==> src/qvr_pkg.sv <==
// Shared widths, latency and types for the quaternion vector rotation core.
package qvr_pkg;

  localparam int DW = 16;
  localparam int QW = 16;
  localparam int SQW = 2 * QW;
  localparam int NW = SQW + 1;
  localparam int MW = SQW + 3;
  localparam int PW = MW + DW;
  localparam int SW = PW + 2;
  localparam int XW = SW + 3;
  localparam int RW = XW - 1;
  localparam int DVW = NW + 1;
  localparam int QB = 17;
  localparam int QSW = QB + 2;
  localparam int LAT = 5 + QB + 1;
  localparam int IN_BITS = 4 * QW + 3 * DW;
  localparam int IN_TW = ((IN_BITS + 7) / 8) * 8;
  localparam int OUT_TW = ((3 * DW + 7) / 8) * 8;
  localparam int DHI = (1 << (DW - 1)) - 1;

  typedef logic signed [DW-1:0] vec_t [3];

  typedef struct packed {
    logic [NW-1:0] n;
    logic [8:0][MW-1:0] m;
  } mtx_t;

  typedef struct packed {
    logic [RW-1:0] mag;
    logic [DVW-1:0] d;
    logic neg;
    logic zero;
  } divin_t;

endpackage

==> src/qvr_div.sv <==
// One bit per stage restoring divider with floor correction and saturation.
module qvr_div
  import qvr_pkg::*;
(
  input  logic clk,
  input  logic en,
  input  divin_t din,
  output logic signed [DW-1:0] r,
  output logic sat,
  output logic zero
);

  logic [RW-1:0] rem_r [QB];
  logic [QB-1:0] q_r [QB];
  logic [DVW-1:0] d_r [QB];
  logic neg_r [QB];
  logic zero_r [QB];

  for (genvar s = 0; s < QB; s++) begin : g_stage
    logic [RW-1:0] rem_i;
    logic [QB-1:0] q_i;
    logic [DVW-1:0] d_i;
    logic neg_i, zero_i;
    logic [RW-1:0] sh;
    logic ge;

    if (s == 0) begin : g_first
      assign rem_i = din.mag;
      assign q_i = '0;
      assign d_i = din.d;
      assign neg_i = din.neg;
      assign zero_i = din.zero;
    end else begin : g_next
      assign rem_i = rem_r[s-1];
      assign q_i = q_r[s-1];
      assign d_i = d_r[s-1];
      assign neg_i = neg_r[s-1];
      assign zero_i = zero_r[s-1];
    end

    assign sh = RW'(d_i) << (QB - 1 - s);
    assign ge = (rem_i >= sh);

    always_ff @(posedge clk) begin
      if (en) begin
        rem_r[s] <= ge ? rem_i - sh : rem_i;
        q_r[s] <= {q_i[QB-2:0], ge};
        d_r[s] <= d_i;
        neg_r[s] <= neg_i;
        zero_r[s] <= zero_i;
      end
    end
  end

  logic signed [QSW-1:0] qp, qs;

  always_comb begin
    qp = $signed(QSW'(q_r[QB-1]));
    qs = neg_r[QB-1] ? -qp - QSW'(rem_r[QB-1] != '0) : qp;
  end

  always_ff @(posedge clk) begin
    if (en) begin
      zero <= zero_r[QB-1];
      if (zero_r[QB-1]) begin
        r <= '0;
        sat <= 1'b0;
      end else if (qs > $signed(QSW'(DHI))) begin
        r <= DW'(DHI);
        sat <= 1'b1;
      end else if (qs < -$signed(QSW'(DHI)) - 1) begin
        r <= -DW'(DHI) - 1'b1;
        sat <= 1'b1;
      end else begin
        r <= qs[DW-1:0];
        sat <= 1'b0;
      end
    end
  end

endmodule

==> config.mk <==
export PLATFORM = sky130hd
export DESIGN_NAME = qvr_div
export DESIGN_NICKNAME = d
export VERILOG_FILES = /design/src/qvr_pkg.sv /design/src/qvr_div.sv
export SDC_FILE = /design/constraint.sdc
export NUM_CORES = 2
export LEC_CHECK = 0
export ABC_AREA = 1
export BUFFER_PORTS_ARGS = -buffer_cell sky130_fd_sc_hd__buf_2
export CAP_MARGIN = 30
export CORE_ASPECT_RATIO = 1.4
export CORE_MARGIN = 2
export CORE_UTILIZATION = 65
export CTS_BUF_LIST = sky130_fd_sc_hd__clkbuf_4
export DETAILED_ROUTE_END_ITERATION = 16
export PLACE_DENSITY = 0.84
export SYNTH_ARGS = -nofsm -noshare
export SYNTH_HDL_FRONTEND = slang
export SYNTH_SLANG_ARGS = --single-unit
==> constraint.sdc <==
create_clock -name clk -period 3.44 [get_ports clk]
set_clock_uncertainty 0.05 [all_clocks]
set_input_delay 0.688 -clock clk [delete_from_list [all_inputs] [get_ports clk]]
set_output_delay 0.688 -clock clk [all_outputs]
set_load 0.03 [all_outputs]
==> results of run 1 <==
[logic make-up after synthesis]
| kind of cell | after synthesis | synth area share [%] |
|---|---|---|
| AND/OR/NAND/NOR | 6526 | 24.4 |
| AO/OA/AOI/OAI | 2405 | 11.8 |
| buffers and inverters | 2182 | 7.83 |
| flip-flops | 1684 | 45.3 |
| adder cells (fa/ha/maj) | 615 | 7.00 |
| XOR/XNOR | 473 | 3.71 |
[layer usage]
| layer | GRT overflow | global-route usage (%) |
|---|---|---|
| met1 | 4 | 61.9 |
| met2 | 209 | 84.4 |
| met3 | 3 | 36.5 |
| met4 | 123 | 58.6 |
| met5 | 1 | 12.9 |
[stage by stage]
| step | instance area [sq um] | utilization [%] |
|---|---|---|
| after CTS | 124000 | 72.7 |
| after detailed placement | 118000 | 68.8 |
| after global placement | 118000 | 68.8 |
| after floorplan | 112000 | - |
[cell usage after synthesis (46+ instances only)]
cell                          n  area [sq um]
sky130_fd_sc_hd__a21oi_1   1074          5380
sky130_fd_sc_hd__nand2_1   3388         12700
sky130_fd_sc_hd__or2_2      121           757
sky130_fd_sc_hd__buf_2       50           250
sky130_fd_sc_hd__o21ai_0    720          3600
sky130_fd_sc_hd__inv_2       50           188
sky130_fd_sc_hd__nor4_1      79           494
sky130_fd_sc_hd__o21ai_1    216          1080
sky130_fd_sc_hd__a21oi_2     73           639
sky130_fd_sc_hd__nand3_1    626          3130
sky130_fd_sc_hd__buf_6       46           518
sky130_fd_sc_hd__a21o_1      69           518
sky130_fd_sc_hd__o21ai_2     52           455
sky130_fd_sc_hd__edfxtp_1  1684         50600
sky130_fd_sc_hd__o21bai_1    65           488
sky130_fd_sc_hd__xnor2_1    268          2350
sky130_fd_sc_hd__nor3_1     167           836
sky130_fd_sc_hd__xor2_1     205          1800
sky130_fd_sc_hd__nand4_1    174          1090
sky130_fd_sc_hd__nor2_1    1747          6560
sky130_fd_sc_hd__nand3b_1   109           818
sky130_fd_sc_hd__inv_1     1987          7460
sky130_fd_sc_hd__ha_1       598          7480
[timing repair]
| item | 4_1_cts |
|---|---|
| setup endpoints to repair | 60 |
| pin swaps | 9 |
| gates cloned | 1 |
| gates resized for setup | 32 |
| hold endpoints to repair | 746 |
| hold buffers | 150 |
| setup buffers | 8 |
==> qor.txt, run 1 <==
RUN STATUS
------------------------------------------------------------------------------------
Result of the run                                                       did not finish
Fail Step                                                               global routing (5_1_grt)
Run Error                                                               [ERROR GRT-0116] Global routing finished with congestion. Check the congestion regions in the DRC Viewer.

GRT
------------------------------------------------------------------------------------
Global-route wire length before repair                                        790 mm
Maximum number of pins on one net before global-route repair                     125
Global route overflow                                                            340
Via count of the first global-routing pass                                    117173
Total global routing track utilization                                         61.0%

LOGIC SYNTHESIS
------------------------------------------------------------------------------------
Warnings from Yosys                                                                0
Proportion of synthesized flip-flops having asynchronous set or reset             0%
Count of flip-flops with a built-in enable after synthesis                      1684
Post-synth net total                                                           14593
Post-Syn Instances                                                             13885
Predominant post-synthesis flop cell                                    sky130_fd_sc_hd__edfxtp_1
Register area share after synthesis                                            45.3%
Library cells used by synthesis                                                   60
Mean Syn Cell Area                                                        8.04 sq um
Mapped cell area                                                        112000 sq um
Flop and latch count out of synthesis                                           1684

FLOORPLAN
------------------------------------------------------------------------------------
Die Y                                                                         494 um
Number of core rows                                                              180
Initial core utilization                                                       65.2%
Total I/O pin count                                                              111
Horizontal die dimension                                                      354 um

CLOCK NETWORK
------------------------------------------------------------------------------------
TritonCTS sink count                                                            1684
Clock root buffer master                                                sky130_fd_sc_hd__clkbuf_4
Clock buffer depth                                                                 4
H-tree depth                                                                       5
TritonCTS Buffers                                                                403

PLACE
------------------------------------------------------------------------------------
Sum of net half-perimeters after detailed placement                           353 mm
Final weighted congestion of routability-driven global placement                1.34
Pre-CTS WS                                                                 -0.829 ns
Dpl cells                                                                      16547
Port Buffers                                                                     110

==> run 2: changes to the inputs <==
CORE_ASPECT_RATIO = not set   (was 1.4)
CORE_UTILIZATION = 40   (was 65)
CTS_BUF_LIST = not set   (was sky130_fd_sc_hd__clkbuf_4)
PLACE_DENSITY = not set   (was 0.84)
PLACE_DENSITY_LB_ADDON = 0.15   (was not set)
==> run 2 against run 1 <==
The flow now finishes, with violations (setup timing). Area after synthesis unchanged. Synthesized cell count unchanged.
==> qor.txt, run 2 <==
STA
------------------------------------------------------------------------------------
Relative slew slack                                                            33.8%
Max-slew violation count                                                           0
Sum of negative setup slack                                                -0.118 ns
Fmax achieved                                                              0.284 GHz
Number of hold-slack violations in the final timing report                         0
Final critical-path required period                                          3.52 ns
Least-Margin Pin Slew                                                       0.982 ns
RSZ-0062 raised after global routing                                            true
Fin crit share                                                                  102%
Post-Route Hold Slack                                                      0.0516 ns
Worst path setup slack after routing                                      -0.0833 ns
Setup violations, final                                                            7

FINAL LAYOUT
------------------------------------------------------------------------------------
Most flop-heavy register                                                       rem_r
Most common cell after layout, fill and taps aside                      sky130_fd_sc_hd__nand2_1
Layout cell share with drive strength beyond 1                                 8.36%
Final net count                                                                15207
Most used cells in the layout excluding fill and tap cells              3374 x sky130_fd_sc_hd__nand2_1, 1985 x sky130_fd_sc_hd__inv_1, 1744 x sky130_fd_sc_hd__nor2_1
Count of filler cells inserted in the layout                                   28293
Flip-flop count of the largest register, all copies and words added              935
Synthesis-to-finish area growth                                                13.3%
Regs by FF count                                                        rem_r (935), d_r (544), q_r (153)

PWR
------------------------------------------------------------------------------------
Standby leakage power                                                        52.0 nW
Internal power                                                               57.6 mW
Net switching component of the power                                         46.0 mW
Switching power as a share of total power                                      44.4%
Clock power frac                                                               20.2%
Sequential fraction of design power                                            32.5%
Combinational fraction of design power                                         47.3%
Worst voltage drop across the vdd grid                                        477 uV
P per Cell Area                                                          819 nW/um^2

LOGIC SYNTHESIS
------------------------------------------------------------------------------------
Cell type with the highest aggregate area in the netlist                sky130_fd_sc_hd__edfxtp_1
Proportion of netlist area held by the largest area contributor                45.3%
Mean Syn Cell Area                                                        8.04 sq um
Predominant post-synthesis flop cell                                    sky130_fd_sc_hd__edfxtp_1
Post-Syn Instances                                                             13885
Count of flip-flops with a built-in enable after synthesis                      1684
Top cells by instance count after synthesis                             3388 x sky130_fd_sc_hd__nand2_1, 1987 x sky130_fd_sc_hd__inv_1, 1747 x sky130_fd_sc_hd__nor2_1
Leading cell type by number of instances after synthesis                sky130_fd_sc_hd__nand2_1
Cell types with the largest area share after synthesis                  sky130_fd_sc_hd__edfxtp_1 45%, sky130_fd_sc_hd__nand2_1 11%, sky130_fd_sc_hd__ha_1 6.7%
Flop and latch count out of synthesis                                           1684
Library cells used by synthesis                                                   60
Proportion of synthesized flip-flops having asynchronous set or reset             0%
Warnings from Yosys                                                                0
Mapped cell area                                                        112000 sq um
Post-synth net total                                                           14593
Register area share after synthesis                                            45.3%

RUN
------------------------------------------------------------------------------------
Maximum Capacitance Violations                                                     0

ROUTING
------------------------------------------------------------------------------------
Number of nets with antenna violations after routing                               0
First-pass DRT Iterations                                                          6
Drt first-iter violations                                                      11324
Overall via count from detail_route                                            97815
Ratio of routed vias to standard cells                                          5.33
Post-route DRC violation count                                                     0
Detailed-route wire length per cell                                          22.7 um
Total Wirelength                                                              417 mm

FLOORPLAN
------------------------------------------------------------------------------------
Full die area                                                           283000 sq um
Initial core utilization                                                       40.3%
Die Y                                                                         532 um
Horizontal die dimension                                                      532 um
Number of core rows                                                              193
Total I/O pin count                                                              111
Placeable Area                                                          277000 sq um

SETUP PATH
------------------------------------------------------------------------------------
Register-to-register setup slack                                            -0.08 ns
Delay of the slowest critical-path stage                                     0.41 ns
Critical path launch point type                                                 flop
Required time at the worst-slack endpoint                                    3.99 ns
Arrival time of the worst setup path                                         4.07 ns
Startpoint-to-endpoint class of the critical path                       flop to flop
Maximum fanout along the worst path                                                2
Cell breakdown of the critical path                                     nor4_4 > buf_4 > nand4_1 > nor4_2 > buf_4 > ha_4 > ha_4 > inv_2 > ha_4 > inv_2 > buf_4 > buf_4 > buf_4 > buf_4 > buf_4 > buf_4 > buf_4 > buf_4 > nand2_1 > a21oi_2 > a21oi_1 > nand2_1 > a21oi_2
Cell repeated most along the worst path                                 sky130_fd_sc_hd__buf_4
Worst path bufs/invs                                                              12
Category of the worst setup path capture point                                  flop
Slowest cell on crit path                                               sky130_fd_sc_hd__edfxtp_1
Top Family by Delay on Critical Path                                    buffers and inverters

PLACE
------------------------------------------------------------------------------------
Sum of net half-perimeters after detailed placement                           348 mm
Final weighted congestion of routability-driven global placement                1.01
Pre-CTS WS                                                                 -0.558 ns
Port Buffers                                                                     110

CLOCK NETWORK
------------------------------------------------------------------------------------
Clock buffer depth                                                                 4
Clock root buffer master                                                sky130_fd_sc_hd__clkbuf_16
TritonCTS sink count                                                            1684
Clock transition at the registers of the reported paths                      0.06 ns
Clock tree from TritonCTS                                                       done
H-tree depth                                                                       4
TritonCTS Buffers                                                                194
Latest clock arrival within the worst-skew pair                              0.89 ns

GRT
------------------------------------------------------------------------------------
Global route overflow                                                              0
Total global routing track utilization                                         28.5%
Via count of the first global-routing pass                                     90791
Antenna violations before repair                                                  19
Global-route wire length before repair                                        600 mm
Maximum number of pins on one net before global-route repair                     135

MIN PATH
------------------------------------------------------------------------------------
Hold WC Path Type                                                       primary input to flop

RUN STATUS
------------------------------------------------------------------------------------
Violated checks                                                         setup timing
Result of the run                                                       finished with violations

-- run 2: final timing paths --
check,start,to,cells past startpoint
worst max register to register,rem_r[0][904]$_DFFE_PP_,r[3]$_SDFFCE_PP0P_,23
worst min-delay path,din[32],d_r[0][30]$_DFFE_PP_,1
worst min register to register,zero_r[0][13]$_DFFE_PP_,zero_r[0][14]$_DFFE_PP_,0
worst max-delay path,rem_r[0][904]$_DFFE_PP_,r[3]$_SDFFCE_PP0P_,23
-- run 2: timing repair --
action / in CTS / in global routing
pin swaps: 16 / 17
setup buffers: 8 / 0
endpoints found under the setup margin: 16 / 24
hold buffers: 44 / 0
resized for setup: 35 / 15
cloned: 2 / 0
hold endpoints to repair: 44 / 0
-- run 2: layout make-up --
| type | count | area (sq um) | area share (%) |
|---|---|---|---|
| clock buffer | 216 | 4960 | 3.92 |
| clock inverter | 134 | 1420 | 1.13 |
| timing repair buffer | 562 | 4710 | 3.73 |
| tap | 3705 | 4640 | 3.66 |
| inverter | 2038 | 7650 | 6.05 |
| sequential | 1684 | 50600 | 40.0 |
| multi-input combinational | 10019 | 52600 | 41.5 |
| antenna | 3 | 7.51 | 0.00593 |
-- run 2: logic make-up after synthesis --
kind of cell	share of synthesized area (%)
buf+inv	7.83
fa+ha+maj	7.00
simple gates	24.4
flops	45.3
xor+xnor	3.71
compound gates	11.8
-- run 2: per-layer routing --
| metal | global-route usage, % | up-vias | routed length [um] |
|---|---|---|---|
| li1 | - | 47523 | - |
| met1 | 42.0 | 45967 | 190000 |
| met2 | 43.5 | 3857 | 180000 |
| met3 | 3.93 | 468 | 34800 |
| met4 | 7.94 | 0 | 12500 |
| met5 | 0 | - | 0 |
-- run 2: stage by stage --
stage	instance area, sq um	total power [mW]	cells	utilization [%]
after detailed placement	119000	81.6	17954	43.1
after global routing	127000	110	18359	45.6
after global placement	119000	81.8	17954	43.1
after CTS	126000	103	18358	45.6
after floorplan	112000	62.2	13885	-
final	127000	104	18361	45.6
-- run 2: power by group through the flow --
stage | Combinational, mW | Sequential (mW) | Clock [mW]
floorplan | 30.9 | 31.2 | 0
global placement | 47.7 | 34.1 | 0
detailed placement | 47.6 | 34.0 | 0
CTS | 47.9 | 33.7 | 21.4
global route | 53.6 | 33.9 | 22.1
finish | 49.0 | 33.6 | 20.9
Power figures use the tool's default switching activity.
